## src/rtl/fdf_pkg.sv

```systemverilog
package fdf_pkg;

  // Default configuration of the formatter.
  localparam int VALUE_WIDTH_DEF  = 32;
  localparam int MAX_DECIMALS_DEF = 10;

  // Width of the decimal-place field on the request.
  localparam int DP_W = 4;

  // ASCII codes emitted by the block.
  localparam logic [7:0] CH_MINUS = 8'h2D;
  localparam logic [7:0] CH_POINT = 8'h2E;
  localparam logic [7:0] CH_ZERO  = 8'h30;

  // One formatting request.
  typedef struct packed {
    logic [31:0]     magnitude;
    logic [DP_W-1:0] decimal_places;
    logic            negative;
  } in_req_t;

  // One emitted character.
  typedef struct packed {
    logic [7:0] character;
    logic       last;
  } out_res_t;

  // Controller states.
  typedef enum logic [2:0] {
    ST_IDLE,
    ST_CONVERT,
    ST_SCAN,
    ST_SIGN,
    ST_INT,
    ST_POINT,
    ST_FRAC
  } state_t;

  // Source of the next output character.
  typedef enum logic [1:0] {
    SEL_MINUS,
    SEL_POINT,
    SEL_ZERO,
    SEL_DIGIT
  } char_sel_t;

  // Commands from the controller to the datapath.
  typedef struct packed {
    logic      load;
    logic      convert;
    logic      scan;
    logic      pos_load_int;
    logic      pos_load_frac;
    logic      pos_dec;
    logic      emit;
    char_sel_t sel;
    logic      last;
  } ctrl_cmd_t;

  // Status from the datapath to the controller.
  typedef struct packed {
    logic conv_done;
    logic neg;
    logic int_digits;
    logic has_frac;
    logic int_end;
    logic frac_end;
  } ctrl_sts_t;

endpackage

```

## src/rtl/fixed_point_decimal_formatter.sv

```systemverilog
// Formats an unsigned magnitude with a decimal-place count and a sign flag as a run
// of ASCII characters, one per strobe on out_valid, with out_res.last marking the
// final one. A request is taken when start is high and busy is low. The receiver
// cannot stall: each character is on out_res for exactly one cycle and must be
// captured then. After acceptance, a request runs through shift-and-add-3 conversion
// (one input bit per cycle) and then the setup states ST_SCAN and ST_SIGN. ST_SIGN
// also emits the minus sign when there is one. The other characters then follow one
// per cycle. Busy stays high until the last character has been emitted, so a new
// request is not taken while one is in progress. The last character is on out_res in the
// first cycle with busy low, and the next request may be taken at the edge that
// ends that cycle.
module fixed_point_decimal_formatter
  import fdf_pkg::*;
#(
  parameter int VALUE_WIDTH  = VALUE_WIDTH_DEF,
  parameter int MAX_DECIMALS = MAX_DECIMALS_DEF
) (
  input  logic     clk,
  input  logic     rst_n,
  input  logic     start,
  output logic     busy,
  input  in_req_t  in_req,
  output logic     out_valid,
  output out_res_t out_res
);

  ctrl_cmd_t cmd;
  ctrl_sts_t sts;

  // Sequencing of conversion and character emission.
  fdf_ctrl u_ctrl (
    .clk   (clk),
    .rst_n (rst_n),
    .start (start),
    .sts   (sts),
    .busy  (busy),
    .cmd   (cmd)
  );

  // BCD conversion, digit selection and output register.
  fdf_datapath #(
    .VALUE_WIDTH  (VALUE_WIDTH),
    .MAX_DECIMALS (MAX_DECIMALS)
  ) u_datapath (
    .clk       (clk),
    .rst_n     (rst_n),
    .in_req    (in_req),
    .cmd       (cmd),
    .sts       (sts),
    .out_valid (out_valid),
    .out_res   (out_res)
  );

endmodule

```

## src/rtl/fdf_datapath.sv

```systemverilog
module fdf_datapath
  import fdf_pkg::*;
#(
  parameter int VALUE_WIDTH  = VALUE_WIDTH_DEF,
  parameter int MAX_DECIMALS = MAX_DECIMALS_DEF
) (
  input  logic      clk,
  input  logic      rst_n,
  input  in_req_t   in_req,
  input  ctrl_cmd_t cmd,
  output ctrl_sts_t sts,
  output logic      out_valid,
  output out_res_t  out_res
);

  // Decimal digits needed for a VALUE_WIDTH-bit value (log10(2) ~ 1233/4096).
  localparam int NUM_DIGITS = ((VALUE_WIDTH * 1233) >> 12) + 1;
  localparam int SLOTS      = (NUM_DIGITS > MAX_DECIMALS) ? NUM_DIGITS : MAX_DECIMALS;
  localparam int POS_W      = $clog2(SLOTS + 1);
  localparam int CNT_W      = (VALUE_WIDTH > 1) ? $clog2(VALUE_WIDTH) : 1;
  localparam int CLAMP_W    = (POS_W > DP_W) ? POS_W : DP_W;

  logic [VALUE_WIDTH-1:0]       bin_r;
  logic [NUM_DIGITS-1:0][3:0]   bcd_r;
  logic [CNT_W-1:0]             cnt_r;
  logic [POS_W-1:0]             dec_r;
  logic                         neg_r;
  logic [POS_W-1:0]             n_r;
  logic [POS_W-1:0]             pos_r;
  logic                         out_valid_r;
  out_res_t                     out_res_r;

  logic [VALUE_WIDTH+31:0]      mag_ext;
  logic [CLAMP_W-1:0]           dp_ext;
  logic [POS_W-1:0]             dec_clamped;
  logic [NUM_DIGITS-1:0][3:0]   bcd_adj;
  logic [NUM_DIGITS-1:0][3:0]   bcd_shift;
  logic [POS_W-1:0]             n_calc;
  logic [3:0]                   digit;
  logic [7:0]                   char_nxt;

  // Fit the request magnitude to VALUE_WIDTH bits and clamp the decimal places.
  assign mag_ext     = {{VALUE_WIDTH{1'b0}}, in_req.magnitude};
  assign dp_ext      = CLAMP_W'(in_req.decimal_places);
  assign dec_clamped = (dp_ext > CLAMP_W'(MAX_DECIMALS)) ? POS_W'(MAX_DECIMALS)
                                                         : POS_W'(dp_ext);

  // One shift-and-add-3 step of the binary to BCD conversion.
  always_comb begin
    for (int i = 0; i < NUM_DIGITS; i++) begin
      bcd_adj[i] = (bcd_r[i] >= 4'd5) ? (bcd_r[i] + 4'd3) : bcd_r[i];
    end
    bcd_shift[0] = {bcd_adj[0][2:0], bin_r[VALUE_WIDTH-1]};
    for (int i = 1; i < NUM_DIGITS; i++) begin
      bcd_shift[i] = {bcd_adj[i][2:0], bcd_adj[i-1][3]};
    end
  end

  // Count of significant digits: one above the highest nonzero digit.
  always_comb begin
    n_calc = '0;
    for (int i = 0; i < NUM_DIGITS; i++) begin
      if (bcd_r[i] != 4'd0) begin
        n_calc = POS_W'(i + 1);
      end
    end
  end

  // Digit at the current position; positions beyond the converted digits read zero.
  always_comb begin
    digit = 4'd0;
    for (int i = 0; i < NUM_DIGITS; i++) begin
      if (pos_r == POS_W'(i)) begin
        digit = bcd_r[i];
      end
    end
  end

  // Character selection.
  always_comb begin
    case (cmd.sel)
      SEL_MINUS: char_nxt = CH_MINUS;
      SEL_POINT: char_nxt = CH_POINT;
      SEL_ZERO:  char_nxt = CH_ZERO;
      SEL_DIGIT: char_nxt = CH_ZERO + {4'd0, digit};
      default:   char_nxt = CH_ZERO;
    endcase
  end

  // Conversion and position registers.
  always_ff @(posedge clk) begin
    if (cmd.load) begin
      bin_r <= mag_ext[VALUE_WIDTH-1:0];
      bcd_r <= '0;
      cnt_r <= '0;
      dec_r <= dec_clamped;
      neg_r <= in_req.negative;
    end else if (cmd.convert) begin
      bin_r <= {bin_r[VALUE_WIDTH-2:0], 1'b0};
      bcd_r <= bcd_shift;
      cnt_r <= cnt_r + CNT_W'(1);
    end
    if (cmd.scan) begin
      n_r <= n_calc;
    end
    if (cmd.pos_load_int) begin
      pos_r <= n_r - POS_W'(1);
    end else if (cmd.pos_load_frac) begin
      pos_r <= dec_r - POS_W'(1);
    end else if (cmd.pos_dec) begin
      pos_r <= pos_r - POS_W'(1);
    end
  end

  // Output register: one strobe per character.
  always_ff @(posedge clk) begin
    if (!rst_n) begin
      out_valid_r <= 1'b0;
    end else begin
      out_valid_r <= cmd.emit;
    end
  end

  always_ff @(posedge clk) begin
    if (cmd.emit) begin
      out_res_r.character <= char_nxt;
      out_res_r.last      <= cmd.last;
    end
  end

  // Status to the controller.
  assign sts.conv_done  = (cnt_r == CNT_W'(VALUE_WIDTH - 1));
  assign sts.neg        = neg_r;
  assign sts.int_digits = (n_r > dec_r);
  assign sts.has_frac   = (dec_r != '0);
  assign sts.int_end    = (pos_r == dec_r);
  assign sts.frac_end   = (pos_r == '0);

  assign out_valid = out_valid_r;
  assign out_res   = out_res_r;

endmodule

```

## src/rtl/fdf_ctrl.sv

```systemverilog
module fdf_ctrl
  import fdf_pkg::*;
(
  input  logic      clk,
  input  logic      rst_n,
  input  logic      start,
  input  ctrl_sts_t sts,
  output logic      busy,
  output ctrl_cmd_t cmd
);

  state_t state_r;
  state_t state_nxt;

  // State register.
  always_ff @(posedge clk) begin
    if (!rst_n) begin
      state_r <= ST_IDLE;
    end else begin
      state_r <= state_nxt;
    end
  end

  // Next state and datapath commands.
  always_comb begin
    state_nxt = state_r;
    cmd       = '0;
    cmd.sel   = SEL_ZERO;
    case (state_r)
      ST_IDLE: begin
        if (start) begin
          cmd.load  = 1'b1;
          state_nxt = ST_CONVERT;
        end
      end
      ST_CONVERT: begin
        cmd.convert = 1'b1;
        if (sts.conv_done) begin
          state_nxt = ST_SCAN;
        end
      end
      ST_SCAN: begin
        cmd.scan  = 1'b1;
        state_nxt = ST_SIGN;
      end
      ST_SIGN: begin
        cmd.pos_load_int = 1'b1;
        if (sts.neg) begin
          cmd.emit = 1'b1;
          cmd.sel  = SEL_MINUS;
        end
        state_nxt = ST_INT;
      end
      ST_INT: begin
        cmd.emit = 1'b1;
        if (sts.int_digits) begin
          // Integer digits run from the top digit down to the decimal point.
          cmd.sel  = SEL_DIGIT;
          cmd.last = !sts.has_frac && sts.int_end;
          if (sts.int_end) begin
            state_nxt = sts.has_frac ? ST_POINT : ST_IDLE;
          end else begin
            cmd.pos_dec = 1'b1;
          end
        end else begin
          // No integer digits: a single zero is emitted, in front of the point if there is one.
          cmd.sel   = SEL_ZERO;
          cmd.last  = !sts.has_frac;
          state_nxt = sts.has_frac ? ST_POINT : ST_IDLE;
        end
      end
      ST_POINT: begin
        cmd.emit          = 1'b1;
        cmd.sel           = SEL_POINT;
        cmd.pos_load_frac = 1'b1;
        state_nxt         = ST_FRAC;
      end
      ST_FRAC: begin
        cmd.emit = 1'b1;
        cmd.sel  = SEL_DIGIT;
        cmd.last = sts.frac_end;
        if (sts.frac_end) begin
          state_nxt = ST_IDLE;
        end else begin
          cmd.pos_dec = 1'b1;
        end
      end
      default: begin
        state_nxt = ST_IDLE;
      end
    endcase
  end

  assign busy = (state_r != ST_IDLE);

endmodule
```

## config.mk

```make
export PLATFORM = sky130hd
export DESIGN_NAME = fixed_point_decimal_formatter
export DESIGN_NICKNAME = d
export VERILOG_FILES = /design/src/rtl/fdf_pkg.sv /design/src/rtl/fixed_point_decimal_formatter.sv /design/src/rtl/fdf_datapath.sv /design/src/rtl/fdf_ctrl.sv
export SDC_FILE = /design/constraint.sdc
export NUM_CORES = 1
export LEC_CHECK = 0
export ABC_CLOCK_PERIOD_IN_PS = 5690
export CAP_MARGIN = 20
export CORE_ASPECT_RATIO = 0.9
export CORE_MARGIN = 2
export CORE_UTILIZATION = 45
export CTS_CLUSTER_SIZE = 30
export DETAILED_ROUTE_END_ITERATION = 10
export DONT_BUFFER_PORTS = 1
export SYNTH_ARGS = -nofsm -noshare
export SYNTH_HDL_FRONTEND = slang
export SYNTH_SLANG_ARGS = --single-unit
```

## constraint.sdc

```tcl
create_clock -name clk -period 5.69 [get_ports clk]
set_clock_uncertainty 0.05 [all_clocks]
set_input_delay 0.2845 -clock clk [delete_from_list [all_inputs] [get_ports clk]]
set_output_delay 0.2845 -clock clk [all_outputs]
set_load 0.02 [all_outputs]
```

==> impl_summary.md <==
Status
The flow ran to the end, and the final reports show no timing, DRC or antenna violations.

Placement
OpenSTA, run right after detailed placement, puts the worst setup slack at 2.835 ns. The placed wire-length estimate after detailed placement is 8692 µm. The number of buffers inserted by port buffering is 0. Routability-driven placement finished with a final weighted congestion of 0.8349.

Power
Dividing total power by cell area gives a power density of 258.5 nW/µm². The combinational cell fraction of total power is 9.5%. The cell-internal power is 1.246 mW. In this run switching power makes up 24.10% of total power.

The clock network accounts for 39.1% of the total power. Sequential cells account for 51.4% of the total power. The total leakage power is 2.269 nW. IR analysis of the VDD net gives a maximum drop of 151.7 µV. The design draws 1.642 mW. For this design the total switching power over the nets is 0.3956 mW.

Floorplanning
From bottom edge to top edge, the die measures 113.9 µm. The die is 126.1 µm wide. The floorplan core area is 13210 µm². The total die area is 14360 µm². In this run the core area contains 40 standard-cell rows. 51 I/O pins were placed. The starting density of the core is 45.68%.

Yosys
The count of state elements after synthesis is 100. In the synthesized netlist the dominant register cell turns out to be edfxtp_1. The fraction of registers with async set or reset after synthesis is 0%. Synthesis handed over a netlist of 625 instances. Summed over all instances, the cell type with the most area after synthesis is edfxtp_1. Counting distinct cell types in the post-synthesis netlist gives 60. Yosys printed 0 warnings. In the post-synthesis netlist, the biggest area contributors are edfxtp_1 25%, dfxtp_1 16%, ha_1 8.1%. After synthesis the cells add up to 6036 µm².

The number of enable-type register cells in the synthesized netlist is 51. The post-synthesis sequential area ratio is 41.63%. In this run the mean area of a mapped cell was 9.657 µm². The share of Yosys cell area claimed by the top area cell type is 25.37%.

Timing
Of the available clock period, the critical path in the final layout requires 50.47%. Hold timing on the final database bottoms out at a slack of 0.04673 ns. Setup repair after global routing left no endpoint under its margin.

The post-route worst setup slack is 2.818 ns. The setup violation total in the final timing report is 0. The max-slew violation total from the final report is 0. In this run the tightest slew margin relative to its limit is 33.38%. For the pin with the worst max-slew slack, the measured transition is 0.9993 ns. The number of hold violations in the final report came to 0.

For the final routed database, the setup TNS stands at 0 ns. Subtracting the final worst setup slack from the clock period gives 2.872 ns. The maximum clock frequency is 348.2 MHz.

Cells and area
The post-synthesis to final-layout area growth is 5.224%. The number of antenna diodes in the final layout is 0. The fraction of layout instances using a drive strength above 1 is 6.076%. The post-layout net count is 683. The total of fill cells in the finished design is 1224.

CTS
The H-tree generated during clock tree synthesis spans 3 levels. The deepest clock path buffer count is 2. The clock tree from TritonCTS is yes.

The number of CTS-inserted buffers is 9. At the later pin of the worst-skew pair, clock insertion delay measures 0.36 ns. Once the clock tree was built, the setup fixing pass inserted 0 buffers. The cell sitting at the root of the clock tree is a clkbuf_16. Clock tree synthesis found a total of 100 sinks. The clock transition time at the flip-flop clock pins of the worst setup and hold paths is 0.06 ns.

Global route
For this run the aggregate overflow at the end of global routing stands at 0. Entering global routing, the biggest net connects 83 pins. The first global-routing pass estimated 20820 µm of wire.

Global routing consumed, over all layers together, 18.13% of the routing resources. The number of global-route vias before repair came to 4127. The initial antenna violation count is 0.

Routing
The average routed wire per standard cell is 16.20 µm. The ratio of routed vias to standard cells is 5.671. The total wire length is 12590 µm.

The detailed-routing iteration count for the pre-antenna-repair pass is 4. The count of nets left with antenna violations once routing finished came out at 0. Detailed routing inserted a total of 4406 vias.

The first routing iteration left 266 violations. The remaining design rule violation count is 0.

Run
The count of maximum capacitance violations is 0.

Worst setup path
The endpoint class of the critical path is a flip-flop. Counting cells, the worst reg-to-reg path comes to 5. For the worst setup path, the data required time is 5.65 ns. Data arrives at the worst endpoint at 2.84 ns. The maximum fanout encountered on the critical timing path is 40. Setup slack on the worst reg-to-reg path comes out at 2.82 ns. The worst setup path is launched from a flip-flop. The start-to-end type of the worst setup path is flip-flop to flip-flop.

Hold path
In this run the worst hold path is classified as input pin to flip-flop. The number of cells traversed by the worst hold path is 1.
-- area by class of cell --
| cell class | instances | area, µm² | area share, % |
|---|---|---|---|
| multi-input combinational | 455 | 3142 | 49.47 |
| sequential | 100 | 2512 | 39.56 |
| clock buffer | 11 | 254.0 | 3.999 |
| tap | 168 | 210.2 | 3.310 |
| inverter | 32 | 122.6 | 1.931 |
| clock inverter | 5 | 57.56 | 0.9062 |
| timing repair buffer | 6 | 52.55 | 0.8274 |
-- logic make-up after synthesis --
family,count (synthesis),share of synthesized area [%]
mux,34,6.322
simple gates,177,15.13
compound gates,176,18.41
other cells,2,0.1244
flops,100,41.63
fa+ha+maj,39,8.085
xor+xnor,26,3.773
buf+inv,71,6.530
-- routing by layer --
metal | track usage [%] | part of all wire (%)
met3 | 4.268 | 4.2
met2 | 28.85 | 47
met4 | 6.667 | 1.6
met5 | 0 | 0
met1 | 24.23 | 47
-- repair_timing --
item / in CTS / in global routing
endpoints found under the setup margin: 0 / 0
gates resized for setup: 0 / 0
hold buffers: 3 / 0
hold endpoints to repair: 4 / 0
-- layout by cell type, fill, tap and decap left out, types with 8 or more instances in the layout --
master / instances
clkbuf_16: 10
ha_1: 39
inv_1: 31
nor2b_1: 16
xor2_1: 11
nand2b_1: 19
o31ai_1: 8
nand2_1: 53
o21ai_0: 44
dfxtp_1: 49
o22ai_1: 22
xnor2_1: 15
nor2_1: 35
nand3_1: 12
mux2_1: 31
nor3b_1: 11
edfxtp_1: 51
a21oi_1: 57
-- path summary, 6_finish.rpt --
kind / start / to
worst min register to register: u_datapath.cnt_r[4] / u_datapath.cnt_r[4]
worst max register to register: u_ctrl.state_r[0] / u_datapath.bin_r[5]
worst min-delay path: rst_n / u_ctrl.state_r[0]
worst max-delay path: u_ctrl.state_r[0] / u_datapath.bin_r[5]
-- sequential cells by signal (all words and copies together), names as in the netlist --
register              count
u_datapath.cnt_r          5
u_datapath.dec_r          4
u_ctrl.state_r            3
u_datapath.pos_r          4
u_datapath.bcd_r         40
u_datapath.neg_r          1
u_datapath.out_valid      1
u_datapath.bin_r         32
u_datapath.n_r            4
u_datapath.out_res        6
-- power groups by stage --
| stage | combinational (mW) | sequential (mW) | clock, mW |
|---|---|---|---|
| after floorplan | 0.137 | 0.846 | 0 |
| after global placement | 0.149 | 0.858 | 0 |
| after detailed placement | 0.155 | 0.859 | 0 |
| after CTS | 0.158 | 0.844 | 0.656 |
| after global routing | 0.175 | 0.850 | 0.689 |
| final | 0.155 | 0.844 | 0.643 |
-- per-stage QoR --
stage	util [%]	cells	area, µm²
floorplan	-	626	6040
global placement	45.48	758	6010
detailed placement	45.48	758	6010
CTS	48.07	777	6351
global route	48.07	777	6351
finish	48.07	777	6351
-- cell usage after synthesis, drive strengths merged, types with 16 or more instances --
library cell and instances:
a21oi 57, buf 32, dfxtp 49, edfxtp 51, ha 39, inv 32, mux2 33, nand2 53
nand2b 19, nor2 35, nor2b 16, o21ai 45, o22ai 26
-- critical path: stages, from the launching register on --
cell and delay [ns]:
dfxtp_1 0.73, inv_4 0.12, or3_2 0.72, buf_4 0.38, nand2b_1 0.12, buf_4 0.38
Note: power is estimated with default switching activity, not from simulation.
